File: src/rtl/sha1bs_pkg.sv
// Shared types, codes and round functions for the SHA-1 byte-stream hasher.
// Holds no logic of its own and depends on nothing else.
`default_nettype none

package sha1bs_pkg;

	// Operation codes on the input channel
	localparam logic [1:0] OP_ABSORB  = 2'd0;
	localparam logic [1:0] OP_FINISH  = 2'd1;
	localparam logic [1:0] OP_RESTART = 2'd2;

	// Status codes on the output channel
	localparam logic STATUS_DIGEST = 1'b0;
	localparam logic STATUS_REJECT = 1'b1;

	localparam int BLOCK_WORDS = 16;
	localparam int CHAIN_WORDS = 5;
	localparam int ROUNDS      = 80;

	// First padding byte
	localparam logic [7:0] PAD_BYTE = 8'h80;

	typedef enum logic [2:0] {
		ST_INIT,
		ST_IDLE,
		ST_REJECT,
		ST_PAD,
		ST_LOAD,
		ST_ROUND,
		ST_ADD,
		ST_EMIT
	} state_t;

	typedef enum logic [1:0] {
		PM_MARK,
		PM_ZERO,
		PM_LEN
	} pad_mode_t;

	// Standard initial chaining value
	function automatic logic [31:0] init_word(input logic [2:0] idx);
		logic [31:0] w;
		case (idx)
			3'd0: w = 32'h67452301;
			3'd1: w = 32'hefcdab89;
			3'd2: w = 32'h98badcfe;
			3'd3: w = 32'h10325476;
			3'd4: w = 32'hc3d2e1f0;
			default: w = 32'h0;
		endcase
		return w;
	endfunction

	// Additive constant for round t
	function automatic logic [31:0] round_k(input logic [6:0] t);
		logic [31:0] k;
		if (t < 7'd20) begin
			k = 32'h5a827999;
		end else if (t < 7'd40) begin
			k = 32'h6ed9eba1;
		end else if (t < 7'd60) begin
			k = 32'h8f1bbcdc;
		end else begin
			k = 32'hca62c1d6;
		end
		return k;
	endfunction

	// Boolean function for round t
	function automatic logic [31:0] round_f(input logic [6:0] t, input logic [31:0] b,
			input logic [31:0] c, input logic [31:0] d);
		logic [31:0] f;
		if (t < 7'd20) begin
			f = ((c ^ d) & b) ^ d;
		end else if (t < 7'd40) begin
			f = b ^ c ^ d;
		end else if (t < 7'd60) begin
			f = (b & c) | (d & (b | c));
		end else begin
			f = b ^ c ^ d;
		end
		return f;
	endfunction

endpackage

`default_nettype wire

File: src/rtl/sha1_byte_stream_hasher_core.sv
// SHA-1 byte-stream hasher: byte packing, padding, compression and digest readout.
// Depends on sha1bs_pkg for codes, state types and round functions.
`default_nettype none

// Channel   Handshake             Payload
// input     in_valid / in_stall   operation[1:0], data_byte[7:0]
// output    out_valid / out_stall status, word_index[2:0], digest_word[31:0], last
//
// An absorbed byte leaves the block ready for the next one; the 64th byte of a block
// starts the compression: load the chaining words from their memory, run the rounds
// through the one round unit, add back into the chaining memory.
// The first finish pads one byte a cycle (plus compressions); every finish then reads
// the five digest words, one at a time, through the chaining memory port.
// Reset and restart rewrite the chaining memory with the initial value.
// One item is in work at a time; a beat held by out_stall delays later results only,
// absorbs carry on.
module sha1_byte_stream_hasher_core (
	input  wire logic        clk,
	input  wire logic        arst_n,
	input  wire logic        in_valid,
	output logic             in_stall,
	input  wire logic [1:0]  operation,
	input  wire logic [7:0]  data_byte,
	output logic             out_valid,
	input  wire logic        out_stall,
	output logic             status,
	output logic [2:0]       word_index,
	output logic [31:0]      digest_word,
	output logic             last
);

	sha1bs_pkg::state_t    state_q, state_d;
	sha1bs_pkg::pad_mode_t pad_mode_q;

	logic [6:0]  cnt_q;
	logic [5:0]  pos_q;
	logic [5:0]  pos_nx;
	logic [63:0] len_q;
	logic        fin_q;
	logic        padding_q;
	logic [23:0] acc_q;
	logic [2:0]  emit_k_q;
	logic        emit_ph_q;

	logic [31:0] wv_q  [0:sha1bs_pkg::CHAIN_WORDS-1];
	logic [31:0] win_q [0:sha1bs_pkg::BLOCK_WORDS-1];

	// Block word memory and chaining value memory
	logic [31:0] bmem [0:sha1bs_pkg::BLOCK_WORDS-1];
	logic [31:0] cmem [0:sha1bs_pkg::CHAIN_WORDS-1];
	logic [31:0] bmem_rd_q;
	logic [31:0] cmem_rd_q;
	logic [3:0]  bmem_raddr;
	logic [2:0]  cmem_raddr;
	logic        cmem_we;
	logic [2:0]  cmem_waddr;
	logic [31:0] cmem_wdata;

	logic        out_valid_q;
	logic        status_q;
	logic [2:0]  word_index_q;
	logic [31:0] digest_q;
	logic        last_q;

	logic        in_accept;
	logic        out_free;
	logic        out_load;
	logic        absorb_en;
	logic        ext_absorb;
	logic [7:0]  absorb_byte;
	logic [7:0]  len_byte;
	logic [31:0] acc_word;
	logic [2:0]  wv_idx;
	logic [31:0] wt;
	logic [31:0] round_sum;

	assign in_accept = in_valid && !in_stall;
	assign out_free  = !out_valid_q || !out_stall;
	assign pos_nx    = pos_q + 6'd1;
	assign wv_idx    = 3'(cnt_q - 7'd1);
	assign len_byte  = 8'(len_q >> {~pos_q[2:0], 3'b000});
	assign acc_word  = {acc_q, absorb_byte};

	// Next state
	always_comb begin
		state_d = state_q;
		case (state_q)
			sha1bs_pkg::ST_INIT: begin
				if (cnt_q == 7'(sha1bs_pkg::CHAIN_WORDS - 1)) state_d = sha1bs_pkg::ST_IDLE;
			end
			sha1bs_pkg::ST_IDLE: begin
				if (in_accept) begin
					case (operation)
						sha1bs_pkg::OP_ABSORB: begin
							if (fin_q) begin
								state_d = sha1bs_pkg::ST_REJECT;
							end else if (pos_q == 6'd63) begin
								state_d = sha1bs_pkg::ST_LOAD;
							end
						end
						sha1bs_pkg::OP_FINISH: begin
							state_d = fin_q ? sha1bs_pkg::ST_EMIT : sha1bs_pkg::ST_PAD;
						end
						sha1bs_pkg::OP_RESTART: state_d = sha1bs_pkg::ST_INIT;
						default: state_d = sha1bs_pkg::ST_IDLE;
					endcase
				end
			end
			sha1bs_pkg::ST_REJECT: begin
				if (out_free) state_d = sha1bs_pkg::ST_IDLE;
			end
			sha1bs_pkg::ST_PAD: begin
				if (pos_q == 6'd63) state_d = sha1bs_pkg::ST_LOAD;
			end
			sha1bs_pkg::ST_LOAD: begin
				if (cnt_q == 7'(sha1bs_pkg::CHAIN_WORDS)) state_d = sha1bs_pkg::ST_ROUND;
			end
			sha1bs_pkg::ST_ROUND: begin
				if (cnt_q == 7'(sha1bs_pkg::ROUNDS - 1)) state_d = sha1bs_pkg::ST_ADD;
			end
			sha1bs_pkg::ST_ADD: begin
				if (cnt_q == 7'(sha1bs_pkg::CHAIN_WORDS)) begin
					if (padding_q) begin
						state_d = sha1bs_pkg::ST_PAD;
					end else if (fin_q) begin
						state_d = sha1bs_pkg::ST_EMIT;
					end else begin
						state_d = sha1bs_pkg::ST_IDLE;
					end
				end
			end
			sha1bs_pkg::ST_EMIT: begin
				if (emit_ph_q && out_free && emit_k_q == 3'(sha1bs_pkg::CHAIN_WORDS - 1)) begin
					state_d = sha1bs_pkg::ST_IDLE;
				end
			end
			default: state_d = sha1bs_pkg::ST_INIT;
		endcase
	end

	// Datapath controls per state
	always_comb begin
		in_stall    = 1'b1;
		absorb_en   = 1'b0;
		ext_absorb  = 1'b0;
		absorb_byte = data_byte;
		bmem_raddr  = 4'd0;
		cmem_raddr  = 3'd0;
		cmem_we     = 1'b0;
		cmem_waddr  = 3'd0;
		cmem_wdata  = 32'h0;
		out_load    = 1'b0;
		case (state_q)
			sha1bs_pkg::ST_INIT: begin
				cmem_we    = 1'b1;
				cmem_waddr = cnt_q[2:0];
				cmem_wdata = sha1bs_pkg::init_word(cnt_q[2:0]);
			end
			sha1bs_pkg::ST_IDLE: begin
				in_stall   = 1'b0;
				ext_absorb = in_valid && operation == sha1bs_pkg::OP_ABSORB && !fin_q;
				absorb_en  = ext_absorb;
			end
			sha1bs_pkg::ST_REJECT: begin
				out_load = out_free;
			end
			sha1bs_pkg::ST_PAD: begin
				absorb_en = 1'b1;
				case (pad_mode_q)
					sha1bs_pkg::PM_MARK: absorb_byte = sha1bs_pkg::PAD_BYTE;
					sha1bs_pkg::PM_ZERO: absorb_byte = 8'h00;
					sha1bs_pkg::PM_LEN:  absorb_byte = len_byte;
					default:             absorb_byte = 8'h00;
				endcase
			end
			sha1bs_pkg::ST_LOAD: begin
				if (cnt_q < 7'(sha1bs_pkg::CHAIN_WORDS)) cmem_raddr = cnt_q[2:0];
			end
			sha1bs_pkg::ST_ROUND: begin
				bmem_raddr = cnt_q[3:0] + 4'd1;
			end
			sha1bs_pkg::ST_ADD: begin
				if (cnt_q < 7'(sha1bs_pkg::CHAIN_WORDS)) cmem_raddr = cnt_q[2:0];
				cmem_we    = cnt_q != 7'd0;
				cmem_waddr = wv_idx;
				cmem_wdata = cmem_rd_q + wv_q[wv_idx];
			end
			sha1bs_pkg::ST_EMIT: begin
				cmem_raddr = emit_k_q;
				out_load   = emit_ph_q && out_free;
			end
			default: begin
				in_stall = 1'b1;
			end
		endcase
	end

	// Round unit: schedule word and new working value
	always_comb begin
		if (cnt_q < 7'(sha1bs_pkg::BLOCK_WORDS)) begin
			wt = bmem_rd_q;
		end else begin
			wt = win_q[13] ^ win_q[8] ^ win_q[2] ^ win_q[0];
			wt = {wt[30:0], wt[31]};
		end
		round_sum = {wv_q[0][26:0], wv_q[0][31:27]}
			+ sha1bs_pkg::round_f(cnt_q, wv_q[1], wv_q[2], wv_q[3])
			+ wv_q[4] + wt + sha1bs_pkg::round_k(cnt_q);
	end

	// Memories: registered read, single write port each
	always_ff @(posedge clk) begin
		if (absorb_en && pos_q[1:0] == 2'b11) bmem[pos_q[5:2]] <= acc_word;
		bmem_rd_q <= bmem[bmem_raddr];
	end

	always_ff @(posedge clk) begin
		if (cmem_we) cmem[cmem_waddr] <= cmem_wdata;
		cmem_rd_q <= cmem[cmem_raddr];
	end

	// Working variables, schedule window and partial word
	always_ff @(posedge clk) begin
		if (absorb_en) acc_q <= acc_word[23:0];
		if (state_q == sha1bs_pkg::ST_LOAD && cnt_q != 7'd0) begin
			wv_q[wv_idx] <= cmem_rd_q;
		end
		if (state_q == sha1bs_pkg::ST_ROUND) begin
			wv_q[0] <= round_sum;
			wv_q[1] <= wv_q[0];
			wv_q[2] <= {wv_q[1][1:0], wv_q[1][31:2]};
			wv_q[3] <= wv_q[2];
			wv_q[4] <= wv_q[3];
			for (int i = 0; i < sha1bs_pkg::BLOCK_WORDS - 1; i++) begin
				win_q[i] <= win_q[i+1];
			end
			win_q[sha1bs_pkg::BLOCK_WORDS-1] <= wt;
		end
	end

	// Output register: load a beat when free, drop valid once taken
	always_ff @(posedge clk) begin
		if (out_load) begin
			if (state_q == sha1bs_pkg::ST_REJECT) begin
				status_q     <= sha1bs_pkg::STATUS_REJECT;
				word_index_q <= 3'd0;
				digest_q     <= 32'h0;
				last_q       <= 1'b1;
			end else begin
				status_q     <= sha1bs_pkg::STATUS_DIGEST;
				word_index_q <= emit_k_q;
				digest_q     <= cmem_rd_q;
				last_q       <= emit_k_q == 3'(sha1bs_pkg::CHAIN_WORDS - 1);
			end
		end
	end

	// Control state
	always_ff @(posedge clk or negedge arst_n) begin
		if (!arst_n) begin
			state_q     <= sha1bs_pkg::ST_INIT;
			cnt_q       <= 7'd0;
			pos_q       <= 6'd0;
			len_q       <= 64'd0;
			fin_q       <= 1'b0;
			padding_q   <= 1'b0;
			pad_mode_q  <= sha1bs_pkg::PM_MARK;
			emit_k_q    <= 3'd0;
			emit_ph_q   <= 1'b0;
			out_valid_q <= 1'b0;
		end else begin
			state_q <= state_d;
			cnt_q   <= (state_d != state_q) ? 7'd0 : cnt_q + 7'd1;

			if (absorb_en) pos_q <= pos_nx;
			if (ext_absorb) len_q <= len_q + 64'd8;

			// Restart clears message state; chaining words are rewritten in ST_INIT
			if (state_q == sha1bs_pkg::ST_IDLE && in_accept
					&& operation == sha1bs_pkg::OP_RESTART) begin
				pos_q     <= 6'd0;
				len_q     <= 64'd0;
				fin_q     <= 1'b0;
				padding_q <= 1'b0;
			end

			// Start padding on the first finish
			if (state_q == sha1bs_pkg::ST_IDLE && in_accept
					&& operation == sha1bs_pkg::OP_FINISH && !fin_q) begin
				padding_q  <= 1'b1;
				pad_mode_q <= sha1bs_pkg::PM_MARK;
			end

			// Advance the padding sequence
			if (state_q == sha1bs_pkg::ST_PAD) begin
				case (pad_mode_q)
					sha1bs_pkg::PM_MARK, sha1bs_pkg::PM_ZERO: begin
						pad_mode_q <= (pos_nx == 6'd56) ? sha1bs_pkg::PM_LEN
							: sha1bs_pkg::PM_ZERO;
					end
					sha1bs_pkg::PM_LEN: begin
						if (pos_q == 6'd63) begin
							fin_q     <= 1'b1;
							padding_q <= 1'b0;
						end
					end
					default: pad_mode_q <= sha1bs_pkg::PM_MARK;
				endcase
			end

			// Digest readout: wait for the registered read data, then hand over the beat
			if (state_q != sha1bs_pkg::ST_EMIT) begin
				emit_k_q  <= 3'd0;
				emit_ph_q <= 1'b0;
			end else if (!emit_ph_q) begin
				emit_ph_q <= 1'b1;
			end else if (out_free) begin
				emit_ph_q <= 1'b0;
				emit_k_q  <= emit_k_q + 3'd1;
			end

			if (out_load) begin
				out_valid_q <= 1'b1;
			end else if (!out_stall) begin
				out_valid_q <= 1'b0;
			end
		end
	end

	assign out_valid   = out_valid_q;
	assign status      = status_q;
	assign word_index  = word_index_q;
	assign digest_word = digest_q;
	assign last        = last_q;

	// A compression only starts on a block boundary
	a_load_on_boundary: assert property (@(posedge clk) disable iff (!arst_n)
		(state_q == sha1bs_pkg::ST_LOAD && cnt_q == 7'd0) |-> pos_q == 6'd0)
		else $error("compression started off a block boundary");

	// Padding and the finished flag never overlap
	a_pad_fin_exclusive: assert property (@(posedge clk) disable iff (!arst_n)
		!(fin_q && padding_q))
		else $error("padding still active after finish");

	// Round counter stays within the round count
	a_round_range: assert property (@(posedge clk) disable iff (!arst_n)
		state_q == sha1bs_pkg::ST_ROUND |-> cnt_q < 7'(sha1bs_pkg::ROUNDS))
		else $error("round counter out of range");

	// A mid-padding compression returns to padding
	a_add_to_pad: assert property (@(posedge clk) disable iff (!arst_n)
		(state_q == sha1bs_pkg::ST_ADD && cnt_q == 7'(sha1bs_pkg::CHAIN_WORDS) && padding_q)
		|=> state_q == sha1bs_pkg::ST_PAD)
		else $error("padding not resumed after compression");

	// Last marks either a reject or the final digest word
	a_last_beat: assert property (@(posedge clk) disable iff (!arst_n)
		(out_valid_q && last_q) |-> (status_q == sha1bs_pkg::STATUS_REJECT
			|| word_index_q == 3'(sha1bs_pkg::CHAIN_WORDS - 1)))
		else $error("last set on an inner digest word");

endmodule

`default_nettype wire

File: config.mk
export PLATFORM = sky130hd
export DESIGN_NAME = sha1_byte_stream_hasher_core
export DESIGN_NICKNAME = d
export VERILOG_FILES = /design/src/rtl/sha1bs_pkg.sv /design/src/rtl/sha1_byte_stream_hasher_core.sv
export SDC_FILE = /design/constraint.sdc
export NUM_CORES = 2
export LEC_CHECK = 0
export BUFFER_PORTS_ARGS = -buffer_cell sky130_fd_sc_hd__buf_2
export CAP_MARGIN = 20
export CORE_UTILIZATION = 45
export CTS_CLUSTER_DIAMETER = 120
export DETAILED_ROUTE_END_ITERATION = 16
export PLACE_DENSITY = 0.56
export SLEW_MARGIN = 40
export SYNTH_ARGS = -nofsm -noshare
export SYNTH_HDL_FRONTEND = slang
export SYNTH_SLANG_ARGS = --single-unit
File: constraint.sdc
create_clock -name clk -period 22.1 [get_ports clk]
set_input_delay 1.105 -clock clk [delete_from_list [all_inputs] [get_ports clk]]
set_output_delay 1.105 -clock clk [all_outputs]
set_load 0.02 [all_outputs]
# Word-level counts from Yosys, hierarchy flattened
# Memories as Yosys holds them, arrays and structs flattened. A register that Yosys moved wholly into a read port is not among the register bits.
# Cells that the tools add are included.
# word_totals
inputBits,14
out_inout_bits,39
elab_cells,174
n_memories,4
mem_bits_rw,1344
register_bits,150
# classes
n_shift,1
mux,72
reduce_logical,28
n_lt_le_gt_ge,5
add_sub_neg,11
n_eq_ne,25
n_bitwise,13
# memory_table
name,words,word_bits,rd,rd_ports_with_merged_regs,write_ports,line,source
bmem,16,32,1,1,1,sha1_byte_stream_hasher_core.sv:49,logic [31:0] bmem [0:sha1bs_pkg::BLOCK_WORDS-1];
win_q,16,32,16,0,16,sha1_byte_stream_hasher_core.sv:46,logic [31:0] win_q [0:sha1bs_pkg::BLOCK_WORDS-1];
cmem,5,32,1,1,1,sha1_byte_stream_hasher_core.sv:50,logic [31:0] cmem [0:sha1bs_pkg::CHAIN_WORDS-1];
wv_q,5,32,6,0,5,sha1_byte_stream_hasher_core.sv:45,logic [31:0] wv_q [0:sha1bs_pkg::CHAIN_WORDS-1];
# ops
cell,n
$mux 32,7
$xor 32x32->32,7
$add 32x32->32,5
$pmux 32 s5,1
$mux 64,2
$and 32x32->32,3
$add 64x4->64 const B,1
$or 32x32->32,2
$pmux 32 s2,1
$shr 64x6->8,1
$mux 3,17
$reduce_or 32->1,1
$mux 31,1
$mux 1,26
$pmux 3 s8,1
$eq 3x3->1 const B,6
$pmux 8 s2,1
$eq 7x3->1 const B,2
$lt 7x5->1 const B,2
$lt 7x6->1 const B,2
$eq 3x2->1 const B,4
$eq 6x6->1 const B,2
$mux 6,2
$pmux 3 s2,2
other kinds (30),56

# Logic depth before layout (Yosys ltp)
# logic_depth
ltp_word,11
mapped_depth,26
depth_no_buf,23

# Worst setup path before layout
# Ideal clock, no wire load.
# synth_timing
path_type,register to register
start,register state_q[2]
end,"memory win_q[0][0], enable pin"
slack_ns,5.363
period_less_slack_ns,16.737
path_stages_with_launch,8
t_required_ns,21.024
setup_time_ns,1.076
path_buffers,5
t_arrival_ns,15.661
cell_sequence,dfrtp_1 -> clkbuf_1 -> nand3_1 -> buf_2 -> clkinv_1 -> clkbuf_1 -> clkbuf_1 -> clkbuf_1
# synth_rtl
element,line,source
start: declaration,sha1_byte_stream_hasher_core.sv:32,"sha1bs_pkg::state_t state_q, state_d;"
start signal: assignment,sha1_byte_stream_hasher_core.sv:261,state_q <= sha1bs_pkg::ST_INIT;
start signal: assignment,sha1_byte_stream_hasher_core.sv:272,state_q <= state_d;
end: declaration,sha1_byte_stream_hasher_core.sv:46,

# Worst setup path in the final report
# layout_timing
start,register cnt_q[0]
end,memory cmem[0][31] (data pin)
# layout_via
elab_chain_len,4
word_cells_on_any_way,10
cone_classes,2 x add/sub; 4 x eq/ne; 2 x mux; 1 x reduce/logical; 1 x memory
# layout_lines
element,line,source
start: declaration,sha1_byte_stream_hasher_core.sv:35,logic [6:0] cnt_q;
start signal: assignment,sha1_byte_stream_hasher_core.sv:273,cnt_q <= (state_d != state_q) ? 7'd0 : cnt_q + 7'd1;
$sub 3x1->3,sha1_byte_stream_hasher_core.sv:80,assign wv_idx = 3'(cnt_q - 7'd1);
$mem_v2 5x32,-,
$add 32x32->32,sha1_byte_stream_hasher_core.sv:186,cmem_wdata = cmem_rd_q + wv_q[wv_idx];
$pmux 32 s2 *,sha1_byte_stream_hasher_core.sv:153,case (state_q)
net cmem_wdata[31],sha1_byte_stream_hasher_core.sv:57,logic [31:0] cmem_wdata;
end: declaration,sha1_byte_stream_hasher_core.sv:50,
# Mark *: on every way through the listed nets, which the timed path passes. The rest lies on a longest branch.

==> results.txt <==
----------------------------------------------------
[Floorplan]
  Initial core utilization ... 45.3%
  Total Die Area ... 157,000 um2
  Die Span X ... 396 um
  Placement row count ... ~140
  Core outline area ... around 150,000 um2
  Die height ... 396 um
  I/O pins ... 53

[Setup path]
  Highest net fanout along the worst path ... 63
  Critical Path End Type ... flip-flop
  Largest stage delay, worst path ... around 0.86 ns
  Data required, critical path ... 22.60 ns
  Slowest CP cell ... sky130_fd_sc_hd__dfrtp_4
  Crit path max-delay family ... compound AO/OA/AOI/OAI gates
  Worst setup path category ... flip-flop to flip-flop
  Cells traversed along the worst timing path ... clkinv_1 > ha_4 > buf_4 > buf_4 > buf_4 > nor3_2 > buf_4 > a22o_1 > a221oi_1 > nand3_1 > ha_1 > o211ai_1 > a211oi_1 > o21ai_0 > and3_1 > o21ai_0 > o211ai_1 > and3_1 > o31ai_1
  Crit path buffers/inverters ... 5
  Critical path startpoint category ... flip-flop
  Worst reg-to-reg setup slack ... 14.76 ns
  Most used cell along the critical path ... sky130_fd_sc_hd__buf_4
  Arrival @ worst endpoint ... 7.83 ns

[Logic synthesis]
  Sequential cell area fraction in the yosys report ... 69.5%
  Async S/R FF share, synth ... approximately 5.2%
  Post-synth net total ... 5,186
  Unique cell type count in the Yosys netlist ... slightly above 70
  Avg Synthesized Cell Area ... approximately 14 um2
  FF+latch count, synth ... 1,651
  Synth Instances ... 4,974
  Number of warning messages in the yosys log ... 0
  Post-synth design cell area ... 69,800 um2
  Main synth FF type ... sky130_fd_sc_hd__edfxtp_1
  Number of synthesized flops with an enable pin ... 1,501

[STA]
  Shortest period the worst path allows ... 7.34 ns
  Max transition margin ... 40.6%
  Final hold violations ... 0
  Final setup violation count ... 0
  Worst hold slack ... 0.273 ns
  RSZ-0062 raised after global routing ... false
  Final setup skew ... 0.0501 ns
  Transition time of the tightest slew-check pin ... 0.881 ns
  Sum of negative setup slack ... 0 ns
  Final slew viol count ... 0
  Fmax ... 136 MHz
  Fraction of the cycle the final worst path needs ... 33.2%

[Placement]
  Area after DPL ... ~73,000 um2
  Port Buffer Count ... 52
  DP Wirelength ... 110 mm
  Global placer's final weighted congestion ... a little over 0.9

[Finish]
  Total number of nets in the final design ... about 5,300
  Design area ... 78,500 um2
  Most common cell after layout, fill and taps aside ... sky130_fd_sc_hd__edfxtp_1
  Commonest cells after routing, fill and taps aside ... sky130_fd_sc_hd__edfxtp_1 (1,501), sky130_fd_sc_hd__nand2_1 (630), sky130_fd_sc_hd__o21ai_0 (338), sky130_fd_sc_hd__inv_1 (206), sky130_fd_sc_hd__nor2_1 (195)
  Share of layout cells above drive strength 1 ... 9.76%
  Post-synthesis to final-layout area growth ... 12.5%
  Count of filler cells inserted in the layout ... 12,983

[Route]
  Number of vias per cell after detailed routing ... 5.77
  Number of violations reported at the end of detailed-routing iteration 0 ... 4,632
  Routed length per placed instance ... 25.2 um
  Via Count ... around 42,000
  Pre-antenna DRT Iters ... 5
  Drc violations ... 0
  Final antenna-violating net count ... 0
  Detailed Route WL ... 182 mm

[Clock tree]
  Buffer count from post-CTS setup fixing ... 0
  Clock tree from TritonCTS ... built
  Clk sink count ... 1,651
  Maximum level of the CTS H-tree ... 4
  Number of instances resized during post-cts repair ... 0
  Clock buffers created by TritonCTS ... around 170
  Clock-pin slew reported for the worst setup and hold paths after clock tree synthesis ... 0.06 ns
  CTS hold repair buffers ... 0
  Root Buffer ... sky130_fd_sc_hd__clkbuf_16
  Clk Latency, worst-skew pair ... 0.81 ns
  Buffers from clock root to sink, at most ... 3

[Global route]
  Overflow after GRT ... 0
  Tot GR Track Use ... ~23%
  Largest net degree at the start of global routing ... approximately 150
  Met2 usage in global routing ... 34.3%
  Met1 routing resource usage after global routing ... 35.0%
  First-pass GRT wire length ... 269 mm
  Vias in the first global route ... 39,683
  Initial antenna violation count ... 2
  Layer with the highest usage ... met1
  Met3 GRT Util ... 4.19%

[Worst hold path]
  Min-delay worst type ... input pin to async pin

[Run status]
  Status ... finished, final reports clean

[Job]
  Max_cap viols ... 0

----------------------------------------------------
-- state kept, by name, indices dropped and copies added (netlist names), 2 cells and up --
register,count
acc_q,24
pad_mode_q,2
pos_q,6
cnt_q,7
digest_word,32
emit_k_q,3
cmem,160
wv_q,256
word_index,3
state_q,3
bmem,512
len_q,61
bmem_rd_q,32
cmem_rd_q,32
win_q,512
-- area by class of cell --
cell class	count	area, um2	area share, %
Antenna cell	3	7.51	0.00956
Clock buffer	242	4800	6.12
Clock inverter	76	822	1.05
Inverter	210	798	1.02
Multi-Input combinational cell	2862	20000	25.5
Sequential cell	1651	48500	61.8
Tap cell	2044	2560	3.26
Timing Repair Buffer	141	1020	1.30
-- cells in the mapped netlist (15+ instances only) --
| cell type | instances | area, um2 |
|---|---|---|
| sky130_fd_sc_hd__a2111oi_0 | 56 | 490 |
| sky130_fd_sc_hd__a211oi_1 | 100 | 751 |
| sky130_fd_sc_hd__a21o_1 | 37 | 278 |
| sky130_fd_sc_hd__a21oi_1 | 162 | 811 |
| sky130_fd_sc_hd__a221oi_1 | 74 | 648 |
| sky130_fd_sc_hd__a22oi_1 | 55 | 413 |
| sky130_fd_sc_hd__and2_1 | 62 | 388 |
| sky130_fd_sc_hd__and3_1 | 19 | 119 |
| sky130_fd_sc_hd__buf_1 | 24 | 90.1 |
| sky130_fd_sc_hd__clkbuf_1 | 220 | 826 |
| sky130_fd_sc_hd__dfrtp_1 | 86 | 2150 |
| sky130_fd_sc_hd__dfxtp_1 | 64 | 1280 |
| sky130_fd_sc_hd__edfxtp_1 | 1501 | 45100 |
| sky130_fd_sc_hd__fa_1 | 121 | 2420 |
| sky130_fd_sc_hd__ha_1 | 77 | 963 |
| sky130_fd_sc_hd__inv_1 | 206 | 773 |
| sky130_fd_sc_hd__mux2i_1 | 117 | 1170 |
| sky130_fd_sc_hd__mux4_2 | 24 | 541 |
| sky130_fd_sc_hd__nand2_1 | 634 | 2380 |
| sky130_fd_sc_hd__nand3_1 | 97 | 485 |
| sky130_fd_sc_hd__nand4_1 | 19 | 119 |
| sky130_fd_sc_hd__nor2_1 | 209 | 785 |
| sky130_fd_sc_hd__nor2b_1 | 49 | 307 |
| sky130_fd_sc_hd__nor3_1 | 35 | 175 |
| sky130_fd_sc_hd__o211ai_1 | 21 | 158 |
| sky130_fd_sc_hd__o21a_1 | 18 | 135 |
| sky130_fd_sc_hd__o21ai_0 | 348 | 1740 |
| sky130_fd_sc_hd__o221a_2 | 15 | 169 |
| sky130_fd_sc_hd__o221ai_1 | 27 | 236 |
| sky130_fd_sc_hd__o31ai_1 | 16 | 120 |
| sky130_fd_sc_hd__or3_1 | 144 | 901 |
| sky130_fd_sc_hd__xnor2_1 | 145 | 1270 |
| sky130_fd_sc_hd__xor2_1 | 59 | 517 |
-- worst paths after layout --
check                         startpoint  cells after the start       endpoint
max reg2reg                     cnt_q[0]                     19    cmem[0][31]
max in group asynchronous         arst_n                      2       pos_q[0]
min                               arst_n                      1      emit_ph_q
max                             cnt_q[0]                     19    cmem[0][31]
min reg2reg                win_q[1][213]                      0  win_q[1][181]
min in group clk           win_q[1][213]                      0  win_q[1][181]
-- routing by layer --
| metal | part of all wire (%) | up-vias |
|---|---|---|
| met2 | 45 | 1579 |
| met5 | 0 | - |
| met1 | 45 | 21253 |
| met4 | 2.1 | 0 |
| li1 | - | 18690 |
| met3 | 7.6 | 224 |
-- through the flow --
step / cells / utilization, % / setup WS (ns)
6_report: 7229 / 51.0 / 14.76
5_1_grt: 7226 / 51.0 / 14.26
4_1_cts: 7225 / 50.9 / 14.50
3_5_place_dp: 6907 / 47.3 / 14.52
3_3_place_gp: 6906 / 47.2 / 14.56
2_1_floorplan: 4974 / - / 5.36
-- logic make-up after synthesis --
family	synth area share [%]
compound gates	9.39
flops	69.5
xor+xnor	2.56
fa+ha+maj	4.85
buf+inv	2.50
mux	2.50
simple gates	8.70
Power is not shown: default switching activity piles up to over one toggle a cycle in this logic, so the estimate is an artifact.
